===== src/rtl/core/scpf_pkg.sv =====
package scpf_pkg;

  localparam int ByteW         = 8;
  localparam int MaxPatternDef = 32;
  localparam int NumWords      = 4;
  localparam int CfgW          = 64;
  localparam int AddrW         = 6;
  localparam int CountW        = 32;
  localparam int LenRegW       = 6;
  localparam int RegIdxW       = 3;

  localparam logic [CountW-1:0] CountMax = {CountW{1'b1}};
  localparam logic [ByteW-1:0]  UpperA   = 8'h41;
  localparam logic [ByteW-1:0]  UpperZ   = 8'h5A;
  localparam logic [ByteW-1:0]  CaseGap  = 8'h20;

  // Register map, one 64-bit register every 8 bytes
  typedef enum logic [RegIdxW-1:0] {
    REG_LEN   = 3'd0,
    REG_WORD0 = 3'd1,
    REG_WORD1 = 3'd2,
    REG_WORD2 = 3'd3,
    REG_WORD3 = 3'd4
  } reg_idx_e;

  // Window control handed to every cell
  typedef struct packed {
    logic shift;
    logic clear;
  } cell_ctrl_t;

  // Fold ASCII A-Z to a-z, leave every other byte alone
  function automatic logic [ByteW-1:0] fold_case(input logic [ByteW-1:0] c);
    logic [ByteW-1:0] r;
    r = c;
    if (c >= UpperA && c <= UpperZ) begin
      r = c + CaseGap;
    end
    return r;
  endfunction

endpackage


===== src/rtl/core/stream_caseless_pattern_finder.sv =====
// m_axis_tvalid rises after the input transfer that causes it: the cell row
// shifts at that transfer, then ST_CMP compares the whole row and loads the
// result register. Input is not ready in ST_CMP, so a text byte holds the
// input through the compare; start items and bytes after the result do not.
// A stalled earlier result holds ST_CMP until that result transfers.
// Reset (rst_ni, asynchronous, active low) clears registers, window and state.
module stream_caseless_pattern_finder #(
  parameter int MaxPattern = scpf_pkg::MaxPatternDef
) (
  input  logic                       clk_i,
  input  logic                       rst_ni,
  // input stream
  input  logic                       s_axis_tvalid,
  output logic                       s_axis_tready,
  input  logic [7:0]                 s_axis_tdata,   // [7:0] text_byte
  input  logic [0:0]                 s_axis_tuser,   // [0] action
  input  logic                       s_axis_tlast,   // last_byte
  // result stream
  output logic                       m_axis_tvalid,
  input  logic                       m_axis_tready,
  output logic [39:0]                m_axis_tdata,   // [0] found, [32:1] offset
  // configuration
  input  logic                       psel,
  input  logic                       penable,
  input  logic                       pwrite,
  input  logic [scpf_pkg::AddrW-1:0] paddr,
  input  logic [scpf_pkg::CfgW-1:0]  pwdata,
  output logic [scpf_pkg::CfgW-1:0]  prdata,
  output logic                       pready
);
  import scpf_pkg::*;

  localparam int LenW = $clog2(MaxPattern + 1);

  typedef enum logic {
    ST_IDLE,
    ST_CMP
  } state_e;

  state_e                             state_q;
  logic                               done_q;
  logic                               last_q;
  logic [CountW-1:0]                  count_q;
  logic                               out_valid_q;
  logic                               found_q;
  logic [CountW-1:0]                  offset_q;

  logic [LenRegW-1:0]                 len_q;
  logic [NumWords-1:0][CfgW-1:0]      words_q;

  logic                               in_fire;
  logic                               cfg_we;
  reg_idx_e                           reg_idx;
  logic [LenW-1:0]                    len_eff;
  logic                               zero_len;
  cell_ctrl_t                         cell_ctrl;
  logic [MaxPattern-1:0][ByteW-1:0]   pat;
  logic [MaxPattern-1:0]              pat_en;
  logic [MaxPattern:0][ByteW-1:0]     chain;
  logic [MaxPattern-1:0]              match;
  logic                               hit;
  logic                               report;
  logic                               slot_busy;
  logic [CountW-1:0]                  offset_d;

  // Configuration registers
  assign pready  = 1'b1;
  assign cfg_we  = psel && penable && pwrite;
  assign reg_idx = reg_idx_e'(paddr[AddrW-1:AddrW-RegIdxW]);

  always_ff @(posedge clk_i or negedge rst_ni) begin
    if (!rst_ni) begin
      len_q   <= '0;
      words_q <= '0;
    end else if (cfg_we) begin
      unique case (reg_idx)
        REG_LEN:   len_q      <= pwdata[LenRegW-1:0];
        REG_WORD0: words_q[0] <= pwdata;
        REG_WORD1: words_q[1] <= pwdata;
        REG_WORD2: words_q[2] <= pwdata;
        REG_WORD3: words_q[3] <= pwdata;
        default:   ;
      endcase
    end
  end

  always_comb begin
    unique case (reg_idx)
      REG_LEN:   prdata = {{(CfgW-LenRegW){1'b0}}, len_q};
      REG_WORD0: prdata = words_q[0];
      REG_WORD1: prdata = words_q[1];
      REG_WORD2: prdata = words_q[2];
      REG_WORD3: prdata = words_q[3];
      default:   prdata = '0;
    endcase
  end

  // Clamp the pattern length to the number of cells
  assign len_eff  = (len_q > LenRegW'(MaxPattern)) ? LenW'(MaxPattern)
                                                   : LenW'(len_q);
  assign zero_len = (len_eff == '0);

  scpf_align #(
    .MaxPattern (MaxPattern),
    .LenW       (LenW)
  ) u_align (
    .words_i (words_q),
    .len_i   (len_eff),
    .pat_o   (pat),
    .en_o    (pat_en)
  );

  // Row of window cells, newest byte in cell 0
  assign s_axis_tready = (state_q == ST_IDLE);
  assign in_fire       = s_axis_tvalid && s_axis_tready;

  assign cell_ctrl.clear = in_fire && !s_axis_tuser[0];
  assign cell_ctrl.shift = in_fire && s_axis_tuser[0] && !done_q && !zero_len;
  assign chain[0]        = fold_case(s_axis_tdata);

  for (genvar k = 0; k < MaxPattern; k++) begin : g_cell
    scpf_cell u_cell (
      .clk_i   (clk_i),
      .rst_ni  (rst_ni),
      .ctrl_i  (cell_ctrl),
      .byte_i  (chain[k]),
      .pat_i   (pat[k]),
      .en_i    (pat_en[k]),
      .byte_o  (chain[k+1]),
      .match_o (match[k])
    );
  end

  // Compare the settled window against the aligned pattern
  assign hit       = zero_len || ((count_q >= CountW'(len_eff)) && (&match));
  assign report    = hit || last_q;
  assign slot_busy = m_axis_tvalid && !m_axis_tready;
  assign offset_d  = (hit && !zero_len) ? (count_q - CountW'(len_eff)) : '0;

  // Sequencer, counter and result register
  always_ff @(posedge clk_i or negedge rst_ni) begin
    if (!rst_ni) begin
      state_q     <= ST_IDLE;
      done_q      <= 1'b0;
      last_q      <= 1'b0;
      count_q     <= '0;
      out_valid_q <= 1'b0;
      found_q     <= 1'b0;
      offset_q    <= '0;
    end else begin
      // Load a new result, else drop the one that just transferred
      if ((state_q == ST_CMP) && report && !slot_busy) begin
        out_valid_q <= 1'b1;
      end else if (m_axis_tvalid && m_axis_tready) begin
        out_valid_q <= 1'b0;
      end
      unique case (state_q)
        ST_IDLE: begin
          if (in_fire) begin
            if (!s_axis_tuser[0]) begin
              count_q <= '0;
              done_q  <= 1'b0;
            end else if (!done_q) begin
              if (!zero_len && count_q != CountMax) begin
                count_q <= count_q + 1'b1;
              end
              last_q  <= s_axis_tlast;
              state_q <= ST_CMP;
            end
          end
        end
        ST_CMP: begin
          if (!report) begin
            state_q <= ST_IDLE;
          end else if (!slot_busy) begin
            found_q     <= hit;
            offset_q    <= offset_d;
            done_q      <= 1'b1;
            state_q     <= ST_IDLE;
          end
        end
        default: state_q <= ST_IDLE;
      endcase
    end
  end

  assign m_axis_tvalid = out_valid_q;
  assign m_axis_tdata  = {7'b0, offset_q, found_q};

endmodule


===== src/rtl/core/scpf_cell.sv =====
module scpf_cell (
  input  logic                       clk_i,
  input  logic                       rst_ni,
  input  scpf_pkg::cell_ctrl_t       ctrl_i,
  input  logic [scpf_pkg::ByteW-1:0] byte_i,   // from the newer neighbor
  input  logic [scpf_pkg::ByteW-1:0] pat_i,    // aligned, folded pattern byte
  input  logic                       en_i,     // cell lies inside the pattern
  output logic [scpf_pkg::ByteW-1:0] byte_o,   // to the older neighbor
  output logic                       match_o
);
  import scpf_pkg::*;

  logic [ByteW-1:0] win_q, win_d;

  // Clear on start, advance one place per text byte, else hold
  always_comb begin
    win_d = win_q;
    if (ctrl_i.clear) begin
      win_d = '0;
    end else if (ctrl_i.shift) begin
      win_d = byte_i;
    end
  end

  always_ff @(posedge clk_i or negedge rst_ni) begin
    if (!rst_ni) begin
      win_q <= '0;
    end else begin
      win_q <= win_d;
    end
  end

  assign byte_o  = win_q;
  assign match_o = !en_i || (win_q == pat_i);

endmodule


===== src/rtl/core/scpf_align.sv =====
module scpf_align #(
  parameter int MaxPattern = scpf_pkg::MaxPatternDef,
  parameter int LenW       = $clog2(MaxPattern + 1)
) (
  input  logic [scpf_pkg::NumWords*scpf_pkg::CfgW-1:0] words_i,
  input  logic [LenW-1:0]                              len_i,
  output logic [MaxPattern-1:0][scpf_pkg::ByteW-1:0]   pat_o,
  output logic [MaxPattern-1:0]                        en_o
);
  import scpf_pkg::*;

  logic [MaxPattern-1:0][ByteW-1:0] rev;
  logic [MaxPattern*ByteW-1:0]      shifted;
  logic [LenW-1:0]                  shamt;

  // Fold and reverse the pattern so its first byte sits at the top
  for (genvar m = 0; m < MaxPattern; m++) begin : g_rev
    assign rev[m] = fold_case(words_i[(MaxPattern-1-m)*ByteW +: ByteW]);
  end

  // Slide down so that cell k sees pattern byte len-1-k
  assign shamt   = LenW'(MaxPattern) - len_i;
  assign shifted = rev >> {shamt, 3'b000};
  assign pat_o   = shifted;

  for (genvar k = 0; k < MaxPattern; k++) begin : g_en
    assign en_o[k] = (len_i > LenW'(k));
  end

endmodule


===== config.mk =====
export PLATFORM = sky130hd
export DESIGN_NAME = stream_caseless_pattern_finder
export DESIGN_NICKNAME = d
export VERILOG_FILES = /design/src/rtl/core/scpf_pkg.sv /design/src/rtl/core/stream_caseless_pattern_finder.sv /design/src/rtl/core/scpf_cell.sv /design/src/rtl/core/scpf_align.sv
export SDC_FILE = /design/constraint.sdc
export NUM_CORES = 2
export LEC_CHECK = 0
export BUFFER_PORTS_ARGS = -buffer_cell sky130_fd_sc_hd__buf_4
export CORE_ASPECT_RATIO = 2
export CORE_MARGIN = 2
export CORE_UTILIZATION = 30
export CTS_BUF_LIST = sky130_fd_sc_hd__clkbuf_16
export CTS_CLUSTER_SIZE = 30
export DETAILED_ROUTE_END_ITERATION = 6
export SLEW_MARGIN = 20
export SYNTH_ARGS = -nofsm -noshare
export SYNTH_HDL_FRONTEND = slang
export SYNTH_SLANG_ARGS = --single-unit

===== constraint.sdc =====
create_clock -name clk_i -period 10.4 [get_ports clk_i]
set_clock_uncertainty 0.1 [all_clocks]
set_input_delay 1.56 -clock clk_i [delete_from_list [all_inputs] [get_ports clk_i]]
set_output_delay 1.56 -clock clk_i [all_outputs]
set_load 0.05 [all_outputs]

== Yosys cells after proc, flatten, opt, wreduce, memory -nomap -nowiden ==
Index checks and enable logic that the tools add are counted.

* Input port bits: 87
* Register bits after elaboration: 587
* Output and inout port bits: 107

* Multiplexer cells: 116
* Reduce and logical (&&, ||, !) cells: 132
* Magnitude comparators: 100
* Shifts and indexed selects: 1
* Add/subtract/negate cells: 36
* Equal/unequal tests: 43
* Bitwise operators: 3

{| class="wikitable"
|+ Operators with widths
! operator !! count
|-
| 8-bit two-way mux || 97
|-
| 64-bit case mux with 5 select lines || 1
|-
| 8-bit by 6-bit adder with 8-bit output (second input constant) || 33
|-
| 8-bit by 7-bit greater-or-equal comparator with 1-bit output (second input constant) || 33
|-
| 8-bit by 7-bit less-or-equal comparator with 1-bit output (second input constant) || 33
|-
| 8-bit == test || 32
|-
| 256-bit by 9-bit right shift with 256-bit output || 1
|-
| 32-bit two-way mux || 4
|-
| 6-bit by 5-bit greater-than comparator with 1-bit output (second input constant) || 16
|-
| 6-bit by 4-bit greater-than comparator with 1-bit output (second input constant) || 8
|-
| 1-bit logical AND || 47
|-
| 1-bit zero test || 37
|-
| 1-bit logical OR || 34
|-
| 32-bit by 1-bit adder with 32-bit output (second input constant) || 1
|-
| 32-bit by 6-bit greater-or-equal comparator with 1-bit output || 1
|-
| 32-bit != test (second input constant) || 1
|-
| 32-bit AND reduction || 1
|-
| 32-bit by 6-bit subtractor with 32-bit output || 1
|-
| 6-bit by 3-bit greater-than comparator with 1-bit output (second input constant) || 4
|-
| 6-bit by 1-bit greater-than comparator with 1-bit output (second input constant) || 2
|-
| 6-bit by 2-bit greater-than comparator with 1-bit output (second input constant) || 2
|-
| 4-bit AND reduction || 3
|-
| 1-bit two-way mux || 11
|-
| 2-bit AND reduction || 5
|-
| other kinds (14) || 23
|}

== Logic depth before layout (Yosys ltp) ==
* Word-level depth: 13
* Depth in mapped cells: 33
* Mapped depth without buffers: 19

== Cells and area by module ==
A second synthesis with hierarchy kept.

* Cells, all modules: 4758
* Area total of the unflattened synthesis: 43451.7 µm²

{| class="wikitable"
|+ By module, submodules not included
! module !! instances !! seq. area each (µm²) !! cells an instance !! area an instance (µm²)
|-
| stream_caseless_pattern_finder || 1 || 8282.9 || 1253 || 15426.0
|-
| scpf_align || 1 || 0.0 || 2321 || 14813.0
|-
| scpf_cell || 32 || 200.2 || 37 || 412.9
|}

== Worst setup path after synthesis ==
OpenSTA, ideal clock, no wires.

* Kind: register to register
* Start point: reg len_q[0]
* End point: reg offset_q[10]
* Library setup time: 0.119 ns
* Slack: 3.787 ns
* Arrival: 6.394 ns
* Data required time: 10.181 ns
* Cell stages (with the launch flop): 32
* Period minus slack after synthesis: 6.613 ns
* Cells stage by stage: dfrtp_1 > buf_2 > nand2b_1 > buf_4 > buf_4 > buf_4 > buf_2 > buf_2 > buf_2 > buf_1 > inv_1 > ha_1 > buf_4 > buf_4 > buf_4 > buf_2 > buf_4 > mux2_2 > mux2_2 > mux2_2 > a22oi_1 > o21ai_0 > xor2_1 > nor3_1 > nand4_1 > o2111a_1 > a2111oi_0 > nand4_1 > nor3_4 > o31ai_2 > buf_6 > o2bb2ai_2

* Word-level cells in the longest chain between the ends: 11

{| class="wikitable"
|+ RTL lines
! what !! line !! text
|-
| from (decl) || stream_caseless_pattern_finder.sv:48 || <nowiki>logic [LenRegW-1:0] len_q;</nowiki>
|-
| from (signal assigned) || stream_caseless_pattern_finder.sv:77 || <nowiki>REG_LEN: len_q <= pwdata[LenRegW-1:0];</nowiki>
|-
| 6-bit greater-than comparator || stream_caseless_pattern_finder.sv:99 || <nowiki>assign len_eff = (len_q > LenRegW'(MaxPattern)) ? LenW'(MaxPattern)</nowiki>
|-
| 6-bit two-way mux (*) || stream_caseless_pattern_finder.sv:99 ||
|-
| 6-bit subtractor || scpf_align.sv:22 || <nowiki>assign shamt = LenW'(MaxPattern) - len_i;</nowiki>
|-
| 256-bit by 9-bit right shift with 256-bit output || scpf_align.sv:23 || <nowiki>assign shifted = rev >> {shamt, 3'b000};</nowiki>
|-
| 8-bit == test || scpf_cell.sv:34 || <nowiki>assign match_o = !en_i || (win_q == pat_i);</nowiki>
|-
| 1-bit logical OR || scpf_cell.sv:34 ||
|-
| 32-bit AND reduction || stream_caseless_pattern_finder.sv:135 || <nowiki>assign hit = zero_len || ((count_q >= CountW'(len_eff)) && (&match));</nowiki>
|-
| 1-bit logical AND || stream_caseless_pattern_finder.sv:135 ||
|-
| 1-bit logical OR || stream_caseless_pattern_finder.sv:135 ||
|-
| 1-bit logical OR or 1-bit logical AND (tied branches) || stream_caseless_pattern_finder.sv:136, stream_caseless_pattern_finder.sv:138 ||
|-
| 3-bit AND reduction (no source line) or 32-bit two-way mux (tied branches) || -- ||
|-
| to (signal assigned) || stream_caseless_pattern_finder.sv:177 || <nowiki>offset_q <= offset_d;</nowiki>
|-
| to (decl) || stream_caseless_pattern_finder.sv:46 || <nowiki>logic [CountW-1:0] offset_q;</nowiki>
|}

Every way passes the cells marked *; elsewhere a longest branch is shown, timed or not.
A chain may end at the register's enable or synchronous reset.

== Worst setup path after layout ==
* Start point: reg len_q[5]
* End point: reg offset_q[0]

Same word-level chain as after synthesis.

==> impl_metrics.json <==
{
  "grt_pass1_wl_um": 552000,
  "die-height_um": 584,
  "cts_sinks": 587,
  "cp-end-kind": "flop",
  "num_vias": 56799,
  "crit_type": "reg -> reg",
  "outcome": "finished, violations left",
  "ctsHoldBuffers": 0,
  "leakage_uw": 0.0244,
  "htree_levels": 2,
  "fin_nets": 5939,
  "finalPower_uw": 19300,
  "core_um2": 167000,
  "grt_antenna_before_repair": 36,
  "period_minus_slack_ns": 8.45,
  "hp-class": "reg -> reg",
  "post-route-period-util_pct": 81.2,
  "crit_path_start_kind": "flop",
  "synth_area_um2": 50400,
  "rr_worst_depth": 21,
  "worst_skew_pair.late_latency_ns": 0.76,
  "clk_path_buf_depth": 3,
  "io_pins": 194,
  "drive_gt1_share_pct": 24.0,
  "hold_end": "offset_q[16]",
  "dpl.hpwl_um": 338000,
  "tritoncts": "done",
  "numCtsBuffers": 59,
  "port_buffers": 182,
  "post_cts_resized": 0,
  "worstMarginPinSlew_ns": 1.28,
  "synth_cell_types": 110,
  "drt_iter0_drc": 6922,
  "wire_per_inst_um": 53.2,
  "cts_root_buf": "clkbuf_16",
  "ys_warn_count": 0,
  "synth.area.top_cells": "dfrtp_1 (29%), mux2_2 (7.1%), mux2i_1 (6.3%)",
  "rsz0062_at_grt": "false",
  "ir_drop_uv": 180,
  "ys_seq_elements": 587,
  "synth_edf_count": 0,
  "rrSetupSlack_ns": 1.95,
  "clk_pin_slew_ns": 0.07,
  "yosys.area.top_type": "dfrtp_1",
  "synthArstFlopShare_pct": 100,
  "timing.setup.tns_ns": 0,
  "fillers": 17288,
  "gp_congestion": 1.06,
  "crit_fanout": 32,
  "hold_depth": 1,
  "track_usage_pct": 48.9,
  "hp-start": "offset_q[16]",
  "multi_input_comb_area_um2": 33600,
  "ant_nets": 0,
  "slew_headroom_pct": 14.9,
  "cp.required_ns": 10.98,
  "crit_slowest_cell": "nand3_1",
  "cts_setup_buffers": 0,
  "seq_area_frac_synth_pct": 29.2,
  "crit_chain": "inv_1 -> nand2_1 -> buf_4 -> ha_1 -> or3b_1 -> nand3_4 -> buf_4 -> mux4_2 -> o22ai_1 -> a221oi_1 -> xor2_1 -> nand3_1 -> a2111oi_0 -> o22ai_1 -> or4_1 -> or4_4 -> nor3_4 -> buf_12 -> nand3_2 -> buf_12 -> o2bb2ai_1",
  "power_density_nw_per_um2": 329,
  "viasPerCell": 7.07,
  "grt_pass1_vias": 54230,
  "grt_overflow": 0,
  "area_delta_synth_final_pct": 16.1,
  "rows": 212,
  "crit_arrival_ns": 9.03,
  "die-area_um2": 171000,
  "violations": "DRC",
  "hold_viol": 0,
  "seqCellArea_um2": 14700,
  "timing.rr.end": "offset_q[0]",
  "die_x_um": 294,
  "final_max_slew_viol_count": 0,
  "worst_path_largest_cell_delay_ns": 0.93,
  "setup_violations": 0,
  "start_util_pct": 30.2,
  "synth_ff_type": "dfrtp_1",
  "synth.avg_cell_area_um2": 9.01,
  "fmax_ghz": 0.118,
  "r2r_start": "len_q[5]",
  "drc": 6,
  "grt_max_degree": 148,
  "synth_top_area_share_pct": 29.2,
  "syn_inst": 5593,
  "cap_violations": 0,
  "totalWireLength_um": 427000,
  "drt_pass1_iterations": 7
}
==> worst max-delay path: cells and delay by family, from the launching register on <==
family | cells | cell delay, ns
DFF | 1 | 0.39
muxes | 1 | 0.41
xor gates and xnor gates | 1 | 0.19
adders and majority gates | 1 | 0.78
buffers and inverters | 5 | 1.14
AOI/OAI and AO/OA | 5 | 1.73
and+or+nand+nor | 8 | 3.50
==> cells by family (layout without fill, tap and decap cells) <==
family	Yosys count	in the layout	synth area share, %
xor+xnor	185	185	3.22
simple gates	1584	1584	15.3
flops	587	587	29.2
mux	769	769	19.4
compound gates	1833	1833	26.5
buf+inv	589	846	5.34
fa+ha+maj	44	44	1.11
other cells	2	46	0.0149
==> through the flow <==
| stage | util, % | instance area, um2 | std cells | worst slack [ns] | hold slack [ns] |
|---|---|---|---|---|---|
| final | 35.1 | 58500 | 8034 | 1.95 | 0.405 |
| after global routing | 35.0 | 58400 | 7998 | 2.10 | 0.420 |
| after CTS | 35.0 | 58300 | 7993 | 2.68 | 0.407 |
| after detailed placement | 33.8 | 56500 | 7884 | 2.71 | 0.389 |
| after global placement | 33.8 | 56400 | 7883 | 2.58 | 0.386 |
| after floorplan | - | 50400 | 5599 | 3.79 | 0.365 |
==> cells in the mapped netlist, types with 40 or more instances <==
cell type	count
nand2_1	552
mux2_2	317
nand4_1	62
inv_1	73
dfrtp_1	587
and2_1	49
nor3_1	141
mux4_2	134
a21oi_1	302
nand3_1	105
xor2_1	95
a211oi_1	90
ha_1	43
a22o_1	205
o221ai_1	42
buf_4	53
mux2i_1	318
a22oi_1	207
o21ai_0	238
nand2b_1	40
o22ai_1	127
a221oi_1	44
xnor2_1	90
nor2_1	338
or3_1	45
a31oi_1	51
o211ai_1	59
clkbuf_1	294
nor4_1	46
buf_2	124
==> final cells by class <==
cell class              instances  share of cell area [%]
diodes                         38                   0.163
clock buffers                  59                    2.52
clock inverters                50                   0.706
inverters                      75                   0.498
multi-input cells            4423                    57.4
flip-flops and latches        587                    25.1
well taps                    2140                    4.58
repair buffers                662                    9.06
==> sequential cells by signal, summed over array words and instances (netlist names) <==
register              cells
offset_q                 32
found_q                   1
words_q                 256
state_q                   1
last_q                    1
done_q                    1
g_cell.u_cell.byte_o    256
count_q                  32
m_axis_tvalid             1
len_q                     6
==> power breakdown <==
group | switching [uW] | internal, uW | total [uW]
Sequential | 770 | 2510 | 3270
Combinational | 9970 | 3790 | 13800
Clock | 1100 | 1120 | 2220
Total | 11800 | 7420 | 19300
==> how the worst max path moves through the flow <==
stage / from / end / depth (start not counted)
final: len_q[5] / offset_q[0] / 21
after global placement: len_q[5] / offset_q[0] / 21
after CTS: len_q[5] / offset_q[0] / 24
after global routing: len_q[5] / offset_q[0] / 21
after floorplan: len_q[0] / offset_q[10] / 31
after detailed placement: len_q[5] / offset_q[1] / 24
==> layer usage <==
layer | wire length [um] | part of all wire (%) | up-vias | global-route usage, %
li1 | - | - | 22084 | -
met1 | 140000 | 33 | 28977 | 49.6
met2 | 191000 | 45 | 4083 | 76.5
met3 | 32500 | 7.6 | 1647 | 11.7
met4 | 63500 | 15 | 8 | 57.8
met5 | 49 | 0.011 | - | 0
==> layout by cell type (no fill, tap or decap), drive strengths merged, types with 23 or more instances in the layout <==
cell type	instances
a211oi	91
a21boi	28
a21o	37
a21oi	303
a221oi	45
a22o	205
a22oi	207
a31oi	52
a32oi	31
and2	50
and3	25
buf	661
clkbuf	60
clkinv	25
dfrtp	587
diode	38
ha	43
inv	91
mux2	317
mux2i	318
mux4	134
nand2	552
nand2b	40
nand3	108
nand4	62
nor2	338
nor3	146
nor4	48
o211ai	59
o21ai	243
o221ai	42
o22ai	127
o2bb2ai	48
o31ai	36
o32ai	28
or2	23
or3	45
or4	28
xnor2	90
xor2	95
Power figures use the tool's default switching activity.
